--- config.mk ---
export PLATFORM = sky130hd
export DESIGN_NAME = rle_sprite_line_decoder
export DESIGN_NICKNAME = d
export VERILOG_FILES = /design/src/design/rsld_pkg.sv /design/src/design/rle_sprite_line_decoder.sv
export VERILOG_INCLUDE_DIRS = /design/src /design/src/design
export SDC_FILE = /design/constraint.sdc
export NUM_CORES = 1
export LEC_CHECK = 0
export ABC_AREA = 1
export CAP_MARGIN = 20
export CELL_PAD_IN_SITES_DETAIL_PLACEMENT = 1
export CELL_PAD_IN_SITES_GLOBAL_PLACEMENT = 1
export CORE_ASPECT_RATIO = 0.9
export CORE_MARGIN = 3
export CORE_UTILIZATION = 40
export DETAILED_ROUTE_END_ITERATION = 16
export DONT_BUFFER_PORTS = 1
export PLACE_DENSITY = 0.79
export SYNTH_ARGS = -nofsm -noshare
export SYNTH_HDL_FRONTEND = slang
export SYNTH_SLANG_ARGS = --single-unit
--- constraint.sdc ---
create_clock -name i_clk -period 7.32 [get_ports i_clk]
set_input_delay 1.098 -clock i_clk [delete_from_list [all_inputs] [get_ports i_clk]]
set_output_delay 1.098 -clock i_clk [all_outputs]
set_load 0.05 [all_outputs]
--- src/design/rle_sprite_line_decoder_macros.svh ---
// Assertion macros shared by the sprite line decoder RTL.
`ifndef RLE_SPRITE_LINE_DECODER_MACROS_SVH
`define RLE_SPRITE_LINE_DECODER_MACROS_SVH

// Same-cycle implication, checked outside reset.
`define RSLD_ASSERT_NOW(label, ante, cons) \
    label: assert property (@(posedge i_clk) disable iff (!i_rst_n) (ante) |-> (cons)) \
        else $error("rsld: same-cycle check failed");

// Next-cycle implication, checked outside reset.
`define RSLD_ASSERT_NEXT(label, ante, cons) \
    label: assert property (@(posedge i_clk) disable iff (!i_rst_n) (ante) |=> (cons)) \
        else $error("rsld: next-cycle check failed");

`endif

--- src/design/rsld_pkg.sv ---
// Types, codes and widths of the sprite scanline run-length decoder.
package rsld_pkg;

    localparam int MAX_LINE_WIDTH = 1024;
    localparam int WIDTH_W        = 11;
    localparam int POS_W          = 12;
    localparam int X_W            = 10;
    localparam int BYTE_W         = 8;
    localparam int KIND_W         = 2;
    localparam int PADDR_W        = 3;
    localparam int PDATA_W        = 32;
    localparam int OUT_TDATA_W    = 32;
    localparam int OUT_TUSER_W    = 3;

    localparam logic [1:0] PH_SKIP = 2'd0;
    localparam logic [1:0] PH_LEN  = 2'd1;
    localparam logic [1:0] PH_LIT  = 2'd2;
    localparam logic [1:0] PH_FILL = 2'd3;

    localparam logic [KIND_W-1:0] KIND_SKIP = 2'd0;
    localparam logic [KIND_W-1:0] KIND_LIT  = 2'd1;
    localparam logic [KIND_W-1:0] KIND_FILL = 2'd2;

    localparam logic [PADDR_W-1:0] ADDR_LINE_WIDTH = 3'h0;
    localparam logic [PADDR_W-1:0] ADDR_COMPRESSED = 3'h4;

    typedef struct packed {
        logic [KIND_W-1:0] kind;
        logic [X_W-1:0]    x;
        logic [BYTE_W-1:0] len;
        logic [BYTE_W-1:0] pix;
        logic              line_end;
        logic              overrun;
    } t_span;

endpackage

--- src/design/rle_sprite_line_decoder.sv ---
// Sprite scanline run-length decoder, one stream byte per beat.
// An accepted byte is held in an input register, then its span (if any) in a result register.
// One byte per cycle unless output stalls; the phase/pos update is one short add and compare.
// Reset (synchronous, active low): phase waits for a skip byte, position 0, registers 0.
`include "rle_sprite_line_decoder_macros.svh"

module rle_sprite_line_decoder (
    input  logic                                i_clk,
    input  logic                                i_rst_n,
    // data_byte[7:0]
    input  logic [rsld_pkg::BYTE_W-1:0]         i_s_tdata,
    input  logic                                i_s_tvalid,
    output logic                                o_s_tready,
    // span_x[9:0], span_length[17:10], pixel_value[25:18], zero[31:26]
    output logic [rsld_pkg::OUT_TDATA_W-1:0]    o_m_tdata,
    // span_kind[1:0], overrun[2]
    output logic [rsld_pkg::OUT_TUSER_W-1:0]    o_m_tuser,
    output logic                                o_m_tlast,
    output logic                                o_m_tvalid,
    input  logic                                i_m_tready,
    input  logic                                psel,
    input  logic                                penable,
    input  logic                                pwrite,
    input  logic [rsld_pkg::PADDR_W-1:0]        paddr,
    input  logic [rsld_pkg::PDATA_W-1:0]        pwdata,
    output logic [rsld_pkg::PDATA_W-1:0]        prdata,
    output logic                                pready
);
    import rsld_pkg::*;

    localparam int WIDTH_CAP = (MAX_LINE_WIDTH > 2047) ? 2047 : MAX_LINE_WIDTH;

    logic [WIDTH_W-1:0] r_line_width;
    logic               r_compressed;

    logic               r_in_valid;
    logic [BYTE_W-1:0]  r_in_byte;

    logic [1:0]         r_phase;
    logic [POS_W-1:0]   r_pos;
    logic [BYTE_W-1:0]  r_rem;

    logic               r_out_valid;
    t_span              r_out;

    logic [1:0]         n_phase;
    logic [POS_W-1:0]   n_pos;
    logic [BYTE_W-1:0]  n_rem;
    t_span              n_out;
    logic               has_result;

    logic [WIDTH_W-1:0] eff_width;
    logic [POS_W-1:0]   w;
    logic [POS_W-1:0]   room;
    logic [POS_W-1:0]   sum;
    logic [BYTE_W-1:0]  rem_dec;
    logic [POS_W-1:0]   cnt_ext;
    logic               out_free;
    logic               advance;
    logic               apb_wr;

    // configuration port
    assign pready = 1'b1;
    assign apb_wr = psel && penable && pwrite && pready;

    always_ff @(posedge i_clk) begin
        if (!i_rst_n) begin
            r_line_width <= '0;
            r_compressed <= 1'b0;
        end else if (apb_wr) begin
            if (paddr == ADDR_LINE_WIDTH) begin
                r_line_width <= pwdata[WIDTH_W-1:0];
            end
            if (paddr == ADDR_COMPRESSED) begin
                r_compressed <= pwdata[0];
            end
        end
    end

    always_comb begin
        prdata = '0;
        case (paddr)
            ADDR_LINE_WIDTH: prdata = {{(PDATA_W-WIDTH_W){1'b0}}, r_line_width};
            ADDR_COMPRESSED: prdata = {{(PDATA_W-1){1'b0}}, r_compressed};
            default:         prdata = '0;
        endcase
    end

    // handshake
    assign out_free   = !r_out_valid || i_m_tready;
    assign advance    = r_in_valid && (out_free || !has_result);
    assign o_s_tready = !r_in_valid || advance;

    always_ff @(posedge i_clk) begin
        if (!i_rst_n) begin
            r_in_valid <= 1'b0;
        end else if (o_s_tready) begin
            r_in_valid <= i_s_tvalid;
        end
    end

    always_ff @(posedge i_clk) begin
        if (o_s_tready && i_s_tvalid) begin
            r_in_byte <= i_s_tdata;
        end
    end

    // decode
    assign eff_width = (r_line_width > WIDTH_W'(WIDTH_CAP)) ? WIDTH_W'(WIDTH_CAP) : r_line_width;
    assign w         = {{(POS_W-WIDTH_W){1'b0}}, eff_width};
    assign room      = (r_pos < w) ? (w - r_pos) : '0;
    assign rem_dec   = (r_rem != '0) ? (r_rem - 8'd1) : '0;
    assign cnt_ext   = {{(POS_W-BYTE_W){1'b0}}, r_rem};

    always_comb begin
        n_phase    = r_phase;
        n_pos      = r_pos;
        n_rem      = r_rem;
        has_result = 1'b0;
        sum        = '0;
        n_out      = '0;
        case (r_phase)
            PH_SKIP: begin
                has_result  = 1'b1;
                sum         = r_pos + {{(POS_W-BYTE_W){1'b0}}, r_in_byte};
                n_out.kind  = KIND_SKIP;
                n_out.x     = r_pos[X_W-1:0];
                n_out.len   = r_in_byte;
                if (sum == w) begin
                    n_out.line_end = 1'b1;
                    n_pos          = '0;
                end else if (sum > w) begin
                    n_out.len      = room[BYTE_W-1:0];
                    n_out.line_end = 1'b1;
                    n_out.overrun  = 1'b1;
                    n_pos          = '0;
                end else begin
                    n_pos   = sum;
                    n_phase = PH_LEN;
                end
            end
            PH_LEN: begin
                if (r_compressed) begin
                    n_rem   = {1'b0, r_in_byte[BYTE_W-1:1]};
                    if (r_in_byte[0]) begin
                        n_phase = PH_FILL;
                    end else begin
                        n_phase = (r_in_byte[BYTE_W-1:1] != '0) ? PH_LIT : PH_SKIP;
                    end
                end else begin
                    n_rem   = r_in_byte;
                    n_phase = (r_in_byte != '0) ? PH_LIT : PH_SKIP;
                end
            end
            PH_LIT: begin
                has_result    = 1'b1;
                sum           = r_pos + 12'd1;
                n_out.kind    = KIND_LIT;
                n_out.pix     = r_in_byte;
                n_out.overrun = (r_pos >= w);
                n_out.x       = (r_pos >= w) ? '0 : r_pos[X_W-1:0];
                n_out.len     = (r_pos >= w) ? '0 : 8'd1;
                n_rem         = rem_dec;
                n_pos         = sum;
                if (rem_dec == '0) begin
                    n_phase = PH_SKIP;
                    if (sum >= w) begin
                        n_out.line_end = 1'b1;
                        n_pos          = '0;
                    end
                end
            end
            PH_FILL: begin
                has_result    = 1'b1;
                sum           = r_pos + cnt_ext;
                n_out.kind    = KIND_FILL;
                n_out.pix     = r_in_byte;
                n_out.len     = (cnt_ext < room) ? r_rem : room[BYTE_W-1:0];
                n_out.overrun = (cnt_ext > room);
                n_out.x       = (r_pos < w) ? r_pos[X_W-1:0] : '0;
                n_rem         = '0;
                n_phase       = PH_SKIP;
                n_pos         = sum;
                if (sum >= w) begin
                    n_out.line_end = 1'b1;
                    n_pos          = '0;
                end
            end
            default: begin
                n_phase = PH_SKIP;
            end
        endcase
    end

    always_ff @(posedge i_clk) begin
        if (!i_rst_n) begin
            r_phase <= PH_SKIP;
            r_pos   <= '0;
            r_rem   <= '0;
        end else if (advance) begin
            r_phase <= n_phase;
            r_pos   <= n_pos;
            r_rem   <= n_rem;
        end
    end

    // result register
    always_ff @(posedge i_clk) begin
        if (!i_rst_n) begin
            r_out_valid <= 1'b0;
        end else if (out_free) begin
            r_out_valid <= advance && has_result;
        end
    end

    always_ff @(posedge i_clk) begin
        if (out_free && advance && has_result) begin
            r_out <= n_out;
        end
    end

    assign o_m_tvalid = r_out_valid;
    assign o_m_tdata  = {{(OUT_TDATA_W-X_W-2*BYTE_W){1'b0}}, r_out.pix, r_out.len, r_out.x};
    assign o_m_tuser  = {r_out.overrun, r_out.kind};
    assign o_m_tlast  = r_out.line_end;

    `RSLD_ASSERT_NOW(a_lit_has_count, r_phase == PH_LIT, r_rem != '0)
    `RSLD_ASSERT_NOW(a_skip_pixel_zero, r_out_valid && r_out.kind == KIND_SKIP, r_out.pix == '0)
    `RSLD_ASSERT_NOW(a_overrun_ends_line,
        r_out_valid && r_out.overrun && r_out.kind != KIND_LIT, r_out.line_end)
    `RSLD_ASSERT_NEXT(a_end_clears_pos, advance && has_result && n_out.line_end, r_pos == '0)
    `RSLD_ASSERT_NEXT(a_len_no_result,
        advance && r_phase == PH_LEN && !r_out_valid, !r_out_valid)

endmodule

### Yosys cells after proc, flatten, opt, wreduce, memory -nomap -nowiden

Index checks and enable logic that the tools add are counted.

* bits in registers: 74
* input bits: 50
* output and inout port bits: 71
* logic and storage cells: 98

* $add $sub $neg: 5
* magnitude comparators: 8
* equal/unequal tests: 8
* mux-type cells: 35
* reductions and logical operators: 28

Operators by type and width (number)
* 2-to-1 mux 12 bit: 6
* one-hot mux 20 bit (3 select lines): 1
* 2-to-1 mux 8 bit: 5
* greater-or-equal comparator 12 x 11 -> 1 bit: 3
* one-hot mux 12 bit (3 select lines): 1
* adder 12 x 8 -> 12 bit: 2
* one-hot mux 8 bit (3 select lines): 1
* one-hot mux 11 bit (2 select lines): 1
* 2-to-1 mux 10 bit: 2
* 2-to-1 mux 2 bit: 8
* nonzero test 8 bit: 2
* adder 12 x 1 -> 12 bit (second input constant): 1
* == test 12 x 11 -> 1 bit: 1
* > comparator 12 x 11 -> 1 bit: 1
* > comparator 8 x 12 -> 1 bit: 1
* less-than comparator 12 x 11 -> 1 bit: 1
* less-than comparator 8 x 12 -> 1 bit: 1
* subtractor 11 x 12 -> 12 bit: 1
* > comparator 11 bit (second input constant): 1
* 2-to-1 mux 11 bit: 1
* logical NOT 8 bit: 1
* one-hot mux 2 bit (4 select lines): 1
* AND reduction 2 bit: 4
* subtractor 8 x 1 -> 8 bit (second input constant): 1
* other kinds (16): 36

### Longest topological paths before layout

Gate-level depths: netlist (run 1).

* depth after elaboration: 8
* depth in mapped cells: 29

### Least setup slack after synthesis (run 1)

Ideal clock, no wire load.

* path type: register to register
* start point: register r_line_width[9]
* end point: register r_out, in the netlist o_m_tdata[14], data pin
* arrival: 3.842 ns
* slack: 3.221 ns
* cell stages (with the launch flop): 30
* path through: dfxtp_1 > inv_1 > nand4_1 > o41ai_1 > clkinv_1 > nor2_1 > inv_1 > ha_1 > inv_1 > fa_1 > inv_1 > o21ai_1 > nand3_1 > nand3_1 > nand2_1 > inv_2 > nand2_1 > ha_1 > inv_1 > nor2_1 > nor2_1 > o21ai_0 > a21o_1 > a21oi_1 > o21ai_0 > nand2_2 > inv_2 > nand2_1 > nand3_1 > nand2_1

RTL lines
* start: declaration: RTL line rle_sprite_line_decoder.sv:33 `logic [WIDTH_W-1:0] r_line_width;`
* start signal: assignment: RTL line rle_sprite_line_decoder.sv:72 `r_line_width <= pwdata[WIDTH_W-1:0];`
* end signal: assignment: RTL line rle_sprite_line_decoder.sv:218 `r_out <= n_out;`
* end: declaration: RTL line rle_sprite_line_decoder.sv:44 `t_span r_out;`

==> reports/metrics.cfg, run 1 <==
[sta]
final_hold_viol_count = 0
fin_crit_ps = 5260
setup_tns_ps = 0
post-route-period-util_pct = 71.9
skew_ps = 4.45
rsz0062_at_grt = false
finalSetupViolations = 0
slew-limit-headroom_pct = 33.3
timing.hold.ws_ps = 504
fmax_mhz = 190
worst_pin_slew_ps = 997
slew_viol_final = 0

[placed_design]
io_buffers = 0
dp_hpwl_um = 16300
place_area_mm2 = 0.00666
dpl.cell_count = 1118
gp_congestion = 0.878

[cells_and_area]
drive_gt1_share_pct = 5.14
post-route-cell-area_mm2 = 0.00700
area_delta_synth_final_pct = 5.68
final_nets = 1053
fin_util_pct = 44.3
instances_no_fill = 1136
fillCellCount = 2065
num_antenna_cells = 0

[clocking]
clock-root-buffer = clkbuf_16
clock_sinks = 74
clk_latency_ps = 350
cts_tree = done
cts_made_buffers = 9
clockBufferDepth = 2
postCtsSetupRepairBufs = 0
htreeDepth = 3
cts.clk_slew.worst_paths_ps = 60
cts_hold_buffers = 0
cts.repair.resized = 0

[route]
wl_per_cell_um = 18.3
wirelength_um = 20800
ant_nets = 0
vias_per_cell = 5.42
first_iter_violations = 400
dr.pass1.iters = 5
num_vias = 6156
drc = 0

[floorplanning]
die_area_mm2 = 0.0181
row_count = 43
num_io_pins = 121
core-area_mm2 = 0.0158
die_x_um = 142
die_y_um = 128
start_util_pct = 41.9

[logic_synthesis]
synth.largest_area_cell = edfxtp_1
synth-main-ff-cell = edfxtp_1
synth.cell_area_mm2 = 0.00663
yosysWarnings = 0
synth_area_leaders = edfxtp_1 (17%), ha_1 (13%), dfxtp_1 (11%), nand2_1 (9.5%), inv_1 (7.6%)
synthDistinctLibCells = 44
synth_edf_count = 38
async_flop_share_pct = 0
synthCells = 942
yosysTopAreaCellShare_pct = 17.2
yosysSeqAreaShare_pct = 28.1
synth_area_per_cell_um2 = 7.03
ys_seq_elements = 74

[global_routing]
grt_pass1_vias = 6171
grt_busiest_layer = met2
grt_max_degree = 55
antenna_found_initial = 0
grt-ovfl-total = 0
grt_first_pass_wirelength_um = 33200
use_met3_pct = 4.66
use_met2_pct = 36.1
grtUsageTotal_pct = 23.2
use_met1_pct = 32.5

[hold_path]
min_path_type = flip-flop to flip-flop

[setup_path]
cp.arrival_ps = 5350
cpPeakStageDelay_ps = 450
start_kind = flip-flop
end_kind = flip-flop
path_max_fanout = 9
crit_path_frequent_cell = inv_1
critical_path_class = flip-flop to flip-flop
cp_slowest_cell = nor2_1
cp.required_ps = 7410

[power_and_ir_drop]
power.static_leakage_uw = 0.00332
max-vdd-ir-drop_v = 0.000121
powerDensity_mw_per_mm2 = 241

[outcome]
status = complete, no violations

[job]
drv_cap = 0

-- path summary, 6_finish.rpt --
kind	from	end	slack (ps)	cells after the start
min	r_line_width[4]	r_line_width[4]	500	2
min reg2reg	r_line_width[4]	r_line_width[4]	500	2
max reg2reg	r_line_width[8]	o_m_tdata[12]	2060	29
max	r_line_width[8]	o_m_tdata[12]	2060	29
-- metal layers --
metal,up-vias,part of all wire (%)
met4,0,1.8
li1,3046,-
met1,2930,48
met2,153,45
met5,-,0
met3,27,5.2
-- worst max-delay path, delay by kind of cell (launching register included) --
| family | cells | cell delay (ps) |
|---|---|---|
| buffers and inverters | 8 | 1090 |
| adders and majority gates | 3 | 780 |
| and+or+nand+nor | 12 | 1630 |
| AOI/OAI and AO/OA | 6 | 1210 |
| DFF | 1 | 290 |
-- final cells by class --
class | count | area [um2] | area share [%]
clock buffers | 9 | 225 | 3.22
clock inverters | 7 | 93.8 | 1.34
inverters | 140 | 526 | 7.50
multi-input cells | 700 | 4000 | 57.1
flip-flops and latches | 74 | 1860 | 26.6
well taps | 202 | 253 | 3.61
repair buffers | 4 | 42.5 | 0.607
-- cell usage in the layout (no fill, tap or decap), types with 3 or more instances in the layout --
cell type	Yosys	routed
nor2_2	3	3
edfxtp_1	38	38
nand3_1	64	64
a21o_1	3	3
ha_1	71	71
o211ai_1	7	7
a31oi_1	11	11
clkbuf_16	0	9
buf_4	30	3
inv_2	4	4
nor3_1	20	20
o21ai_1	4	4
or2_2	4	4
o21ai_0	59	59
xor2_1	25	25
xnor2_1	3	3
fa_1	3	3
nand3_2	3	3
a21oi_1	59	59
nor2_1	115	115
conb_1	2	28
nand2_1	167	167
nand4_1	25	25
clkinv_1	2	3
inv_1	134	134
a211oi_1	3	3
nand2_2	6	6
dfxtp_1	36	36
-- stage by stage --
step / setup WS [ps] / total power, uW
4_1_cts: 2070 / 1690
2_1_floorplan: 3220 / 1070
3_3_place_gp: 2270 / 1180
3_5_place_dp: 2110 / 1200
6_report: 2060 / 1690
5_1_grt: 1420 / 1810
-- Yosys cell counts (6+ instances only) --
| cell | instances |
|---|---|
| nor3_1 | 20 |
| a21oi_1 | 59 |
| ha_1 | 71 |
| edfxtp_1 | 38 |
| nor2_1 | 115 |
| o211ai_1 | 7 |
| nand3_1 | 64 |
| inv_1 | 134 |
| nand4_1 | 25 |
| dfxtp_1 | 36 |
| clkbuf_1 | 15 |
| a31oi_1 | 11 |
| buf_4 | 30 |
| o21ai_0 | 59 |
| nand2_1 | 167 |
| xor2_1 | 25 |
| nand2_2 | 6 |
-- power by group --
| group | switching, uW | internal [uW] |
|---|---|---|
| sequential | 93.2 | 479 |
| combinational | 434 | 198 |
| clock | 187 | 298 |
-- state kept, by name, indices dropped and copies added, names as in the netlist --
signal,count
r_rem,8
r_line_width,11
r_pos,12
r_compressed,1
r_in_byte,8
r_in_valid,1
o_m_tdata,26
o_m_tlast,1
r_phase,2
o_m_tvalid,1
o_m_tuser,3
-- cell families (layout without fill, tap and decap cells) --
kind of cell             after synthesis  after routing  synth area share (%)
AO/OA/AOI/OAI                        156            156                  13.0
XOR/XNOR                              28             28                  3.70
adder cells (fa/ha/maj)               74             74                  14.3
buffers and inverters                194            160                  13.1
flip-flops                            74             74                  28.1
other                                  2             28                 0.113
AND/OR/NAND/NOR                      414            414                  27.6
(Power assumes the default switching activity.)
==> run 2, diff against run 1 <==
- PLACE_DENSITY: 0.79 -> 0.82
- clock period: 7.32 -> 4.81 ns (I/O delays scaled with it)
==> reports/metrics.cfg, run 2 (same netlist as run 1, synthesis figures left out) <==
[outcome]
status = complete, no violations

[global_routing]
grtUsageTotal_pct = 22.6
grt_pass1_vias = 5963
grt_max_degree = 36
antenna_found_initial = 0
grt-ovfl-total = 0
grt_first_pass_wirelength_um = 32300

[cells_and_area]
largest_register_ffs = 26
post-route-cell-area_mm2 = 0.00702
mostFrequentLayoutCells = nand2_1 (166), inv_1 (134), nor2_1 (113)
num_antenna_cells = 0
area_delta_synth_final_pct = 6.00
final_nets = 1062
layout_commonest_cell = nand2_1
drive_gt1_share_pct = 6.68
fillCellCount = 2086

[clocking]
cts_made_buffers = 9
htreeDepth = 3
cts_tree = done
cts.clk_slew.worst_paths_ps = 60
clock_sinks = 74
clk_latency_ps = 350
clock-root-buffer = clkbuf_16
clockBufferDepth = 2

[setup_path]
crit_buf_inv = 8
reg2reg_setup_slack_ps = 360
r2r_start = r_line_width[9]
critPathTopFamily = simple AND/OR/NAND/NOR gates
cp.arrival_ps = 4540
crit_path_frequent_cell = inv_1
critical_path_class = flip-flop to flip-flop
path_max_fanout = 8
cp.required_ps = 4900
r2r_end = o_m_tdata[15]
end_kind = flip-flop
start_kind = flip-flop
cp_slowest_cell = o41ai_1
cpPeakStageDelay_ps = 360
reg2reg_depth = 29

[placed_design]
io_buffers = 0
gp_congestion = 0.884
place_area_mm2 = 0.00672
dp_hpwl_um = 16100
post-place-ws_ps = 230

[floorplanning]
die_y_um = 128
num_io_pins = 121
die_area_mm2 = 0.0181
row_count = 43
core-area_mm2 = 0.0158
die_x_um = 142
start_util_pct = 41.9

[hold_path]
worstHoldStart = i_s_tdata[7]
min_path_type = input pin to flip-flop
worstHoldPathCells = 0
min_to = r_in_byte[7]

[route]
wl_per_cell_um = 18.0
ant_nets = 0
num_vias = 6247
drc = 0
wirelength_um = 20600
dr.pass1.iters = 5
vias_per_cell = 5.46
first_iter_violations = 395

[sta]
slew-limit-headroom_pct = 38.4
fin_ws_ps = 362
slew_viol_final = 0
fmax_mhz = 225
finalSetupViolations = 0
final_hold_viol_count = 0
setup_tns_ps = 0
post-route-period-util_pct = 92.5
worst_pin_slew_ps = 921
skew_ps = 8.76
fin_crit_ps = 4450

[power_and_ir_drop]
max-vdd-ir-drop_v = 0.000184
powerDensity_mw_per_mm2 = 355
power_uw = 2490
power.static_leakage_uw = 0.00333

[job]
drv_cap = 0

==> run 2: changes by cell type in the layout (fill, tap and decap cells not counted), sizes merged <==
cell / before / now
bufinv: 2 / 0
clkinvlp: 1 / 2
clkbuf: 9 / 10
buf: 4 / 13
==> run 2: cell type report <==
type | count | area [um2] | area share [%]
multi-input cells | 700 | 4020 | 57.3
flip-flops and latches | 74 | 1860 | 26.5
inverters | 140 | 526 | 7.48
well taps | 202 | 253 | 3.60
clock buffers | 10 | 229 | 3.26
repair buffers | 13 | 97.6 | 1.39
clock inverters | 6 | 33.8 | 0.481
==> run 2: report_power, final <==
group | switching [uW] | internal [uW]
combinational | 680 | 320
clock | 283 | 345
sequential | 137 | 729
==> run 2: routing by layer <==
layer	vias up	global-route usage, %	share of wire (%)
li1	3062	-	-
met1	2979	32.2	48
met2	176	35.1	44
met3	30	3.58	5.6
met4	0	7.34	2.1
met5	-	0	0
==> run 2: metrics by stage <==
step / hold WS, ps / instances / utilization, %
global placement: 498 / 1127 / 42.5
CTS: 457 / 1143 / 44.2
finish: 464 / 1145 / 44.4
detailed placement: 500 / 1127 / 42.5
global route: 454 / 1145 / 44.4
floorplan: 464 / 968 / -
==> run 2: worst register-to-register path: cells and delay by family, from the launching register on <==
kind,cells,cell delay (ps)
flops,1,300
compound gates,6,1130
fa+ha+maj,3,740
simple gates,12,1210
buf+inv,8,840
==> run 2: worst max path at each step <==
stage,startpoint,end,slack (ps),cells past startpoint
after global placement,r_line_width[9],o_m_tdata[15],290,29
after global routing,r_line_width[9],o_m_tdata[10],-0.07,27
after CTS,r_line_width[9],o_m_tdata[15],50,27
after floorplan,r_line_width[9],o_m_tdata[16],710,29
after detailed placement,r_line_width[9],o_m_tdata[11],230,29
final,r_line_width[9],o_m_tdata[15],360,29
==> run 2: timing repair <==
item,CTS,global route
buffers inserted,0,2
hold buffers,0,0
resized for setup,0,8
endpoints found under the setup margin,0,9
==> run 3, diff against run 2 <==
- CORE_ASPECT_RATIO: 0.9 -> not set
==> reports/metrics.cfg, run 3 (same netlist as run 1, synthesis figures left out) <==
[setup_path]
crit_path_frequent_cell = nand3_1
crit_cells = 27
cp_slowest_cell = o41ai_1
cp.arrival_ps = 4490
cpPeakStageDelay_ps = 350
critical_path_class = flip-flop to flip-flop
critPathTopFamily = compound AO/OA/AOI/OAI gates
end_kind = flip-flop
start_kind = flip-flop
crit_buf_inv = 7
path_max_fanout = 8
reg2reg_depth = 27
cp.required_ps = 4910

[floorplanning]
start_util_pct = 41.3
die_area_mm2 = 0.0181
die_y_um = 135
row_count = 46
num_io_pins = 121
core-area_mm2 = 0.0161
die_x_um = 135

[hold_path]
min_path_type = input pin to flip-flop
worstHoldPathCells = 0

[power_and_ir_drop]
power_uw = 2520
swShare_pct = 44.5
power_frac_seq_pct = 34.4
clkPwrFrac_pct = 25.8
power_frac_comb_pct = 39.8
max-vdd-ir-drop_v = 0.000185
switching_power_uw = 1120
internal_power_uw = 1400
power.static_leakage_uw = 0.00333
powerDensity_mw_per_mm2 = 358

[route]
drc = 0
first_iter_violations = 435
vias_per_cell = 5.42
num_vias = 6279
ant_nets = 0
wirelength_um = 20600
wl_per_cell_um = 17.8
dr.pass1.iters = 5

[global_routing]
grt_pass1_vias = 6199
grtUsageTotal_pct = 22.9
grt_first_pass_wirelength_um = 32500
grt_max_degree = 40
grt-ovfl-total = 0
antenna_found_initial = 0

[cells_and_area]
final_nets = 1061
drive_gt1_share_pct = 6.37
area_delta_synth_final_pct = 6.19
fillCellCount = 2095
post-route-cell-area_mm2 = 0.00704
mostFrequentLayoutCells = nand2_1 (166), inv_1 (134), nor2_1 (114)
num_antenna_cells = 0
instances_no_fill = 1158
layout_commonest_cell = nand2_1
largest_register_ffs = 26

[sta]
fmax_mhz = 228
post-route-period-util_pct = 91.3
fin_ws_ps = 418
slew_viol_final = 0
slew-limit-headroom_pct = 34.3
worst_pin_slew_ps = 982
finalSetupViolations = 0
final_hold_viol_count = 0
skew_ps = 10.4
fin_crit_ps = 4390

[clocking]
htreeDepth = 3
cts_hold_buffers = 0
clk_latency_ps = 360
cts.clk_slew.worst_paths_ps = 60
cts_made_buffers = 9
clock_sinks = 74
clock-root-buffer = clkbuf_16
clockBufferDepth = 2
cts_tree = done

[placed_design]
dp_hpwl_um = 16000
dpl.cell_count = 1140
post-place-ws_ps = 108
place_area_mm2 = 0.00673
io_buffers = 0
gp_congestion = 0.916

[outcome]
status = complete, no violations

[job]
drv_cap = 0

## run 3: metal layers
| metal | global-route usage (%) | part of all wire (%) |
|---|---|---|
| met5 | 0 | 0 |
| met4 | 7.47 | 2.3 |
| met3 | 4.17 | 5.0 |
| met2 | 37.8 | 47 |
| met1 | 30.2 | 46 |
## run 3: final timing paths
check	from	to	slack, ps
worst max-delay path	r_line_width[9]	o_m_tdata[10]	420
worst min-delay path	i_s_tdata[0]	r_in_byte[0]	460
worst max register to register	r_line_width[9]	o_m_tdata[10]	420
worst min register to register	r_line_width[7]	r_line_width[7]	500
## run 3: area by class of cell
cell class | instances | area, um2 | area share, %
clock inverter | 6 | 41.3 | 0.587
tap | 216 | 270 | 3.84
multi-input combinational | 700 | 4020 | 57.1
clock buffer | 10 | 229 | 3.25
sequential | 74 | 1860 | 26.5
inverter | 140 | 526 | 7.47
timing repair buffer | 12 | 90.1 | 1.28
## run 3: through the flow
step / setup TNS, ps / hold WS [ps] / util, %
after floorplan: 0 / 464 / -
after global placement: 0 / 495 / 41.9
after detailed placement: 0 / 497 / 41.9
after CTS: 0 / 451 / 43.6
after global routing: -0.0102 / 448 / 43.8
final: 0 / 459 / 43.8
## run 3: power groups by stage
stage | sequential [uW] | combinational (uW) | clock [uW]
final | 866 | 1000 | 651
after global routing | 872 | 1130 | 681
after CTS | 866 | 981 | 660
after detailed placement | 879 | 969 | 0
after global placement | 878 | 933 | 0
after floorplan | 855 | 781 | 0
## run 3: timing repair
item                                    in CTS  in global routing
endpoints found under the setup margin       0                  9
resized for setup                            0                  6
hold endpoints to repair                     0                  0
setup buffers                                0                  2
